[src/atc_pkg.sv]
// shared types and constants for the cubic atan2 pipeline
// no dependencies
`timescale 1ns / 1ps

package atc_pkg;

    localparam int FIELD_W = 16;
    localparam int ANGLE_W = 9;

    localparam logic signed [9:0] ANG_BASE_RIGHT = 10'sd45;
    localparam logic signed [9:0] ANG_BASE_LEFT  = 10'sd135;
    localparam logic signed [9:0] ANG_HALF_TURN  = 10'sd180;

    localparam logic signed [7:0] COEF_LIN = -8'sd56;
    localparam logic signed [7:0] COEF_CUB = 8'sd11;

    typedef struct packed {
        logic yzero;
        logic yneg;
        logic xneg;
        logic qneg;
    } t_side;

endpackage

[src/atc_prep.sv]
// input stage: sign extension, |y|, numerator magnitude and divisor
// depends on atc_pkg
`timescale 1ns / 1ps

module atc_prep import atc_pkg::*; #(
    parameter int INPUT_WIDTH = 16
) (
    input  logic                   i_clk,
    input  logic                   i_rst_n,
    input  logic                   i_valid,
    output logic                   o_ready,
    input  logic [FIELD_W-1:0]     i_y_value,
    input  logic [FIELD_W-1:0]     i_x_value,
    output logic                   o_valid,
    input  logic                   i_ready,
    output logic [INPUT_WIDTH:0]   o_num_mag,
    output logic [INPUT_WIDTH:0]   o_den,
    output t_side                  o_side
);

    localparam int IW = INPUT_WIDTH;

    logic signed [IW+1:0] y_ext;
    logic signed [IW+1:0] x_ext;
    logic signed [IW+1:0] ay;
    logic signed [IW+1:0] num;
    logic signed [IW+1:0] num_neg;
    logic signed [IW+1:0] den;

    logic          r_valid;
    logic [IW:0]   r_num_mag;
    logic [IW:0]   r_den;
    t_side         r_side;
    logic [IW:0]   n_num_mag;
    t_side         n_side;

    always_comb begin
        y_ext = {{2{i_y_value[IW-1]}}, i_y_value[IW-1:0]};
        x_ext = {{2{i_x_value[IW-1]}}, i_x_value[IW-1:0]};
        ay    = y_ext[IW+1] ? -y_ext : y_ext;
        if (x_ext[IW+1]) begin
            num = x_ext + ay;
            den = ay - x_ext;
        end else begin
            num = x_ext - ay;
            den = x_ext + ay;
        end
        num_neg   = -num;
        n_num_mag = num[IW+1] ? num_neg[IW:0] : num[IW:0];
        n_side.yzero = (y_ext == '0);
        n_side.yneg  = y_ext[IW+1];
        n_side.xneg  = x_ext[IW+1];
        n_side.qneg  = num[IW+1];
    end

    assign o_ready = !r_valid || i_ready;

    always_ff @(posedge i_clk) begin
        if (!i_rst_n) begin
            r_valid <= 1'b0;
        end else if (o_ready) begin
            r_valid <= i_valid;
        end
    end

    always_ff @(posedge i_clk) begin
        if (o_ready) begin
            r_num_mag <= n_num_mag;
            r_den     <= den[IW:0];
            r_side    <= n_side;
        end
    end

    assign o_valid   = r_valid;
    assign o_num_mag = r_num_mag;
    assign o_den     = r_den;
    assign o_side    = r_side;

    // ratio magnitude never exceeds one
    a_mag_le_den: assert property (@(posedge i_clk) disable iff (!i_rst_n)
        r_valid && !r_side.yzero |-> r_num_mag <= r_den)
        else $error("numerator magnitude above divisor");

endmodule

[src/atc_div.sv]
// pipelined restoring divider, one quotient bit per stage
// depends on atc_pkg
`timescale 1ns / 1ps

module atc_div import atc_pkg::*; #(
    parameter int INPUT_WIDTH = 16,
    parameter int FRAC_BITS   = 15
) (
    input  logic                   i_clk,
    input  logic                   i_rst_n,
    input  logic                   i_valid,
    output logic                   o_ready,
    input  logic [INPUT_WIDTH:0]   i_num_mag,
    input  logic [INPUT_WIDTH:0]   i_den,
    input  t_side                  i_side,
    output logic                   o_valid,
    input  logic                   i_ready,
    output logic [FRAC_BITS:0]     o_q,
    output t_side                  o_side
);

    localparam int IW = INPUT_WIDTH;
    localparam int F  = FRAC_BITS;

    logic          r_v    [0:F];
    logic [IW:0]   r_rem  [0:F];
    logic [IW:0]   r_den  [0:F];
    logic [F:0]    r_q    [0:F];
    t_side         r_side [0:F];
    logic          rdy    [0:F+1];

    assign rdy[F+1] = i_ready;

    for (genvar k = 0; k <= F; k++) begin : g_stage
        logic          v_in;
        logic [IW:0]   rem_in;
        logic [IW:0]   den_in;
        logic [F:0]    q_in;
        t_side         side_in;
        logic [IW+1:0] trial;
        logic [IW+1:0] diff;
        logic          ge;
        logic [IW:0]   n_rem;
        logic [F:0]    n_q;

        if (k == 0) begin : g_first
            assign v_in    = i_valid;
            assign rem_in  = i_num_mag;
            assign den_in  = i_den;
            assign q_in    = '0;
            assign side_in = i_side;
            assign trial   = {1'b0, rem_in};
        end else begin : g_next
            assign v_in    = r_v[k-1];
            assign rem_in  = r_rem[k-1];
            assign den_in  = r_den[k-1];
            assign q_in    = r_q[k-1];
            assign side_in = r_side[k-1];
            assign trial   = {rem_in, 1'b0};
        end

        assign diff   = trial - {1'b0, den_in};
        assign ge     = (trial >= {1'b0, den_in});
        assign n_rem  = ge ? diff[IW:0] : trial[IW:0];
        assign n_q    = {q_in[F-1:0], ge};
        assign rdy[k] = !r_v[k] || rdy[k+1];

        always_ff @(posedge i_clk) begin
            if (!i_rst_n) begin
                r_v[k] <= 1'b0;
            end else if (rdy[k]) begin
                r_v[k] <= v_in;
            end
        end

        always_ff @(posedge i_clk) begin
            if (rdy[k]) begin
                r_rem[k]  <= n_rem;
                r_den[k]  <= den_in;
                r_q[k]    <= n_q;
                r_side[k] <= side_in;
            end
        end
    end

    assign o_ready = rdy[0];
    assign o_valid = r_v[F];
    assign o_q     = r_q[F];
    assign o_side  = r_side[F];

    // quotient bounded by one in fixed point
    a_q_range: assert property (@(posedge i_clk) disable iff (!i_rst_n)
        r_v[F] && !r_side[F].yzero |-> r_q[F] <= ((F+1)'(1) << F))
        else $error("quotient above one");

    // remainder always below divisor after the last step
    a_rem_lt_den: assert property (@(posedge i_clk) disable iff (!i_rst_n)
        r_v[F] && !r_side[F].yzero |-> r_rem[F] < r_den[F])
        else $error("remainder not reduced");

endmodule

[src/atc_poly.sv]
// cubic correction, base offset, sign and special cases, output register
// depends on atc_pkg
`timescale 1ns / 1ps

module atc_poly import atc_pkg::*; #(
    parameter int FRAC_BITS = 15
) (
    input  logic                   i_clk,
    input  logic                   i_rst_n,
    input  logic                   i_valid,
    output logic                   o_ready,
    input  logic [FRAC_BITS:0]     i_q,
    input  t_side                  i_side,
    output logic                   o_valid,
    input  logic                   i_ready,
    output logic [ANGLE_W-1:0]     o_angle_deg
);

    localparam int F = FRAC_BITS;

    logic rdy1, rdy2, rdy3, rdy4, rdy5;
    logic r_v1, r_v2, r_v3, r_v4, r_v5;

    t_side r_side1, r_side2, r_side3, r_side4;

    logic signed [F+1:0]   q_ext;
    logic signed [F+1:0]   n_r;
    logic signed [F+1:0]   r_r1;
    logic signed [2*F+3:0] p_sq;
    logic signed [F+1:0]   r_sq2;
    logic signed [F+1:0]   r_r2;
    logic signed [2*F+3:0] p_cub;
    logic signed [F+1:0]   r_cub3;
    logic signed [F+6:0]   n_lin;
    logic signed [F+6:0]   r_lin3;
    logic signed [F+4:0]   c11;
    logic signed [F+7:0]   n_t;
    logic signed [F+7:0]   r_t4;
    logic signed [7:0]     corr;
    logic signed [9:0]     base;
    logic signed [9:0]     ang;
    logic signed [9:0]     ang_neg;
    logic signed [9:0]     n_res;
    logic [ANGLE_W-1:0]    r_angle;

    assign rdy5    = !r_v5 || i_ready;
    assign rdy4    = !r_v4 || rdy5;
    assign rdy3    = !r_v3 || rdy4;
    assign rdy2    = !r_v2 || rdy3;
    assign rdy1    = !r_v1 || rdy2;
    assign o_ready = rdy1;

    always_ff @(posedge i_clk) begin
        if (!i_rst_n) begin
            r_v1 <= 1'b0;
            r_v2 <= 1'b0;
            r_v3 <= 1'b0;
            r_v4 <= 1'b0;
            r_v5 <= 1'b0;
        end else begin
            if (rdy1) r_v1 <= i_valid;
            if (rdy2) r_v2 <= r_v1;
            if (rdy3) r_v3 <= r_v2;
            if (rdy4) r_v4 <= r_v3;
            if (rdy5) r_v5 <= r_v4;
        end
    end

    // signed ratio
    always_comb begin
        q_ext = {1'b0, i_q};
        n_r   = i_side.qneg ? -q_ext : q_ext;
    end

    assign p_sq  = r_r1 * r_r1;
    assign p_cub = r_sq2 * r_r2;
    assign n_lin = r_r2 * COEF_LIN;
    assign c11   = r_cub3 * COEF_CUB;
    assign n_t   = c11 + r_lin3;

    always_comb begin
        corr    = r_t4[F+7:F];
        base    = r_side4.xneg ? ANG_BASE_LEFT : ANG_BASE_RIGHT;
        ang     = base + corr;
        ang_neg = -ang;
        if (r_side4.yzero) begin
            n_res = r_side4.xneg ? ANG_HALF_TURN : '0;
        end else begin
            n_res = r_side4.yneg ? ang_neg : ang;
        end
    end

    always_ff @(posedge i_clk) begin
        if (rdy1) begin
            r_r1    <= n_r;
            r_side1 <= i_side;
        end
        if (rdy2) begin
            r_sq2   <= p_sq[2*F+1:F];
            r_r2    <= r_r1;
            r_side2 <= r_side1;
        end
        if (rdy3) begin
            r_cub3  <= p_cub[2*F+1:F];
            r_lin3  <= n_lin;
            r_side3 <= r_side2;
        end
        if (rdy4) begin
            r_t4    <= n_t;
            r_side4 <= r_side3;
        end
        if (rdy5) begin
            r_angle <= n_res[ANGLE_W-1:0];
        end
    end

    assign o_valid     = r_v5;
    assign o_angle_deg = r_angle;

    // angle stays within a half turn either way
    a_angle_range: assert property (@(posedge i_clk) disable iff (!i_rst_n)
        r_v5 |-> ($signed(r_angle) >= -9'sd180) && ($signed(r_angle) <= 9'sd180))
        else $error("angle out of range");

endmodule

[src/atan2_cubic_1deg_top.sv]
// top level of the cubic atan2 pipeline: prep, divider, polynomial
// depends on atc_pkg, atc_prep, atc_div, atc_poly
//
// channel | direction | handshake                  | payload
// input   | in        | i_in_valid / o_in_ready    | i_y_value, i_x_value
// output  | out       | o_out_valid / i_out_ready  | o_angle_deg
//
// one transaction per clock sustained while the output is accepted (i_out_ready high)
// the divider resolves one quotient bit per stage, FRAC_BITS + 1 stages
// every stage holds its own valid bit; a stage loads when it is empty or its successor moves
// a stalled output only backs up the stages that hold data; bubbles are filled
// synchronous active-low reset clears all valid bits, data registers are not reset
`timescale 1ns / 1ps

module atan2_cubic_1deg_top import atc_pkg::*; #(
    parameter int INPUT_WIDTH = 16,
    parameter int FRAC_BITS   = 15
) (
    input  logic                i_clk,
    input  logic                i_rst_n,
    input  logic                i_in_valid,
    output logic                o_in_ready,
    input  logic [FIELD_W-1:0]  i_y_value,
    input  logic [FIELD_W-1:0]  i_x_value,
    output logic                o_out_valid,
    input  logic                i_out_ready,
    output logic [ANGLE_W-1:0]  o_angle_deg
);

    logic                  prep_valid;
    logic                  prep_ready;
    logic [INPUT_WIDTH:0]  prep_num_mag;
    logic [INPUT_WIDTH:0]  prep_den;
    t_side                 prep_side;
    logic                  div_valid;
    logic                  div_ready;
    logic [FRAC_BITS:0]    div_q;
    t_side                 div_side;

    atc_prep #(
        .INPUT_WIDTH (INPUT_WIDTH)
    ) u_prep (
        .i_clk     (i_clk),
        .i_rst_n   (i_rst_n),
        .i_valid   (i_in_valid),
        .o_ready   (o_in_ready),
        .i_y_value (i_y_value),
        .i_x_value (i_x_value),
        .o_valid   (prep_valid),
        .i_ready   (prep_ready),
        .o_num_mag (prep_num_mag),
        .o_den     (prep_den),
        .o_side    (prep_side)
    );

    atc_div #(
        .INPUT_WIDTH (INPUT_WIDTH),
        .FRAC_BITS   (FRAC_BITS)
    ) u_div (
        .i_clk     (i_clk),
        .i_rst_n   (i_rst_n),
        .i_valid   (prep_valid),
        .o_ready   (prep_ready),
        .i_num_mag (prep_num_mag),
        .i_den     (prep_den),
        .i_side    (prep_side),
        .o_valid   (div_valid),
        .i_ready   (div_ready),
        .o_q       (div_q),
        .o_side    (div_side)
    );

    atc_poly #(
        .FRAC_BITS (FRAC_BITS)
    ) u_poly (
        .i_clk       (i_clk),
        .i_rst_n     (i_rst_n),
        .i_valid     (div_valid),
        .o_ready     (div_ready),
        .i_q         (div_q),
        .i_side      (div_side),
        .o_valid     (o_out_valid),
        .i_ready     (i_out_ready),
        .o_angle_deg (o_angle_deg)
    );

endmodule
[config.mk]
export PLATFORM = sky130hd
export DESIGN_NAME = atan2_cubic_1deg_top
export DESIGN_NICKNAME = d
export VERILOG_FILES = /design/src/atc_pkg.sv /design/src/atc_prep.sv /design/src/atc_div.sv /design/src/atc_poly.sv /design/src/atan2_cubic_1deg_top.sv
export SDC_FILE = /design/constraint.sdc
export NUM_CORES = 2
export LEC_CHECK = 0
export BUFFER_PORTS_ARGS = -buffer_cell sky130_fd_sc_hd__buf_2
export CAP_MARGIN = 20
export CORE_ASPECT_RATIO = 1.4
export CORE_MARGIN = 2
export CORE_UTILIZATION = 50
export DETAILED_ROUTE_END_ITERATION = 8
export PLACE_DENSITY = 0.65
export SYNTH_ARGS = -nofsm -noshare
export SYNTH_HDL_FRONTEND = slang
export SYNTH_SLANG_ARGS = --single-unit
[constraint.sdc]
create_clock -name i_clk -period 7.3 [get_ports i_clk]
set_input_delay 0 -clock i_clk [delete_from_list [all_inputs] [get_ports i_clk]]
set_output_delay 0 -clock i_clk [all_outputs]
set_load 0.01 [all_outputs]
==> reports/results.ini <==
[outcome]
run_status=finished, final reports clean

[run]
drv_cap=0

[route]
vias_per_cell=5.358
drt-total-wl_um=147300
firstDrtPassIters=5
ant_nets=0
routedWlPerCell_um=18.25
dr.first_iter.drc_count=1937
num_vias=43220
drc=0

[finish]
layout-drive-gt1-share_pct=7.593
area_growth_pct=8.732
fin_util_pct=54.75
layout.nets=7409
fillers=11580

[clock_tree]
clock_path_buffers=3
cts_made_buffers=88
clk_pin_slew_ns=0.07
h-tree-depth=3
clk_latency_ns=0.70
cts_tree=done
root_buffer=clkbuf_16
cts_sinks=885

[place]
post-dp-hpwl_um=118900
place.gp.congestion=0.8958
dpl_worst_slack_ns=0.2404
io_buffers=46

[sta]
min_period_over_period_pct=94.41
clock.fmax_mhz=145.1
hold_viol_final=0
final.min_clock_period_ns=6.892
maxSlewViolCount=0
setup_viol=0
setup_ws_ns=0.4083
rsz0062_at_grt=no
worst_pin_slew_ns=1.138
fin_skew_ns=0.04977
relSlewSlack_pct=23.88
fin_setup_tns_ns=0

[global_route]
first_global_vias=45950
grt_max_degree=55
grt_pass1_wl_um=236600
antenna_found_initial=2
grt_usage_pct=21.77
grt_remaining_overflow=0

[logic_synthesis]
yosysUniqueCellTypes=82
yosys_most_used_dff=edfxtp_1
synthesis.nets=7297
ys_seq_area_share_pct=39.26
netlist_area_mm2=0.06752
synth_edf_count=878
avgSynthCellArea_um2=11.05
synthCells=6112
synthArstFlopShare_pct=0
yosys_warnings=0
ys_ff_latch=885

[floorplanning]
io_pins=47
die_w_um=314.6
row_count=159
die_area_mm2=0.1380
core_area_mm2=0.1341
die_y_um=438.8
start_util_pct=50.36

[setup_path]
cp_data_arrival_time_ns=7.35
critPathKind=register to register
crit_path_end_kind=register
setup.worst_path.start_class=register
critical_path.max_fanout=14
cp.required_ns=7.75

[min_path]
min_path_type=primary input to register

critical path: stages, from the launching register on:
cell,delay [ns]
edfxtp_1,0.76
nand2_1,0.20
fa_1,0.57
inv_1,0.06
fa_1,0.52
inv_1,0.05
fa_1,0.39
inv_1,0.08
fa_1,0.44
fa_1,0.54
inv_1,0.05
fa_1,0.52
inv_1,0.04
ha_1,0.30
a21o_1,0.16
a21oi_1,0.30
o211a_1,0.27
a211oi_1,0.08
buf_4,0.16
o2111ai_1,0.25
a21boi_0,0.15
buf_4,0.17
or2_2,0.29
a21oi_1,0.19
xnor2_1,0.08
per-layer routing:
metal	wire (um)	track usage (%)
met5	0	0
met4	7302	10.32
met3	3843	2.030
met2	84310	43.86
met1	51800	21.98
final timing paths:
path              slack [ns]  depth (start not counted)                        from                    endpoint
hold reg to reg         0.38                          0  u_div.r_q[1][17]$_DFFE_PP_  u_div.r_q[1][34]$_DFFE_PP_
hold / removal          0.07                          4                i_x_value[8]   u_prep.o_den[8]$_DFFE_PP_
setup / recovery        0.41                         24    u_poly.r_r1[7]$_DFFE_PP_  u_poly.r_sq2[14]$_DFFE_PP_
setup reg to reg        0.41                         24    u_poly.r_r1[7]$_DFFE_PP_  u_poly.r_sq2[14]$_DFFE_PP_
registers in the layout, summed over array words and instances, names as in the netlist, 3 cells and up:
name and count:
u_div.r_rem 255, u_poly.r_side3 3, u_poly.o_angle_deg 9, u_prep.o_num_mag 16
u_poly.r_lin3 19, u_poly.r_r1 17, u_poly.r_cub3 17, u_poly.r_sq2 17
u_div.r_v 16, u_prep.o_den 17, u_div.r_side 64, u_div.r_den 255
u_poly.r_side4 3, u_poly.r_side2 3, u_div.r_q 136, u_poly.r_r2 17
u_poly.r_side1 3, u_prep.o_side 4, u_poly.r_t4 8
metrics by stage:
| stage | cells | hold WS [ns] | area [um2] |
|---|---|---|---|
| global placement | 7882 | 0.2542 | 70120 |
| CTS | 8061 | 0.01474 | 73340 |
| global route | 8067 | 0.07833 | 73420 |
| detailed placement | 7884 | 0.2617 | 70150 |
| floorplan | 6112 | 0.09887 | 67520 |
| finish | 8067 | 0.06759 | 73420 |
logic make-up (layout without fill, tap and decap cells):
family                   after synthesis  in the layout  synth area share (%)
other                                  2              3               0.01112
flip-flops                           885            885                 39.26
buffers and inverters               1284           1467                 7.188
AND/OR/NAND/NOR                     1395           1395                 10.21
adder cells (fa/ha/maj)             1149           1149                 27.64
AO/OA/AOI/OAI                        870            870                 8.352
multiplexers                         149            149                 2.437
XOR/XNOR                             378            378                 4.903
layout by cell type, fill, tap and decap left out, types with 16 or more instances in the layout:
cell type and count:
inv_1 1155, edfxtp_1 878, ha_1 578, fa_1 571
nand2_1 427, xnor2_1 253, nor2_1 239, and2_1 225
a21oi_1 221, o21ai_0 210, xor2_1 125, mux2_2 123
nor3_1 96, clkbuf_16 88, a21o_1 81, buf_4 77
nor2b_1 67, nand3_1 59, nand2b_1 58, nand4_1 52
o21a_1 46, buf_2 46, and3_1 45, or3_1 41
o31ai_1 37, a31oi_1 36, a21boi_0 28, or2_2 27
mux2i_1 26, o21bai_1 24, o211ai_1 21, a211oi_1 21
nor4_1 16, dlygate4sd3_1 16
repair_timing:
action,CTS,global route
gates resized for setup,0,2
setup buffers,0,1
endpoints found under the setup margin,0,5
endpoints found under the hold margin,48,0
hold buffers,16,0
Yosys cell counts (all sizes together) (16+ instances only):
master / count / area [um2]
inv: 1160 / 4354
edfxtp: 878 / 26370
ha: 578 / 7232
fa: 571 / 11430
nand2: 434 / 1629
xnor2: 253 / 2216
nor2: 240 / 903.4
a21oi: 227 / 1155
and2: 226 / 1414
o21ai: 220 / 1105
xor2: 125 / 1095
mux2: 123 / 1385
clkbuf: 105 / 394.1
nor3: 97 / 485.5
a21o: 81 / 608.1
nor2b: 67 / 419.2
nand3: 62 / 310.3
nand2b: 59 / 369.1
nand4: 52 / 325.3
o21a: 46 / 345.3
and3: 45 / 281.5
or3: 41 / 256.5
o31ai: 38 / 290.3
a31oi: 37 / 237.7
a21boi: 29 / 217.7
or2: 27 / 168.9
mux2i: 26 / 260.3
o21bai: 24 / 180.2
a211oi: 21 / 157.7
o211ai: 21 / 157.7
buf: 18 / 100.1
a31o: 16 / 140.1
nor4: 16 / 100.1
o41ai: 16 / 147.7
final cells by class:
class	instances	area, um2	area share [%]
flip-flops and latches	885	26510	36.10
inverters	1161	4359	5.938
diodes	1	2.502	0.003409
clock buffers	99	2253	3.069
repair buffers	145	1060	1.444
clock inverters	62	778.2	1.060
well taps	1771	2216	3.018
multi-input cells	3943	36240	49.36
Power is left out: the tool's default activity adds up to more than one toggle a clock period on the data nets, which glitch-free logic cannot reach.
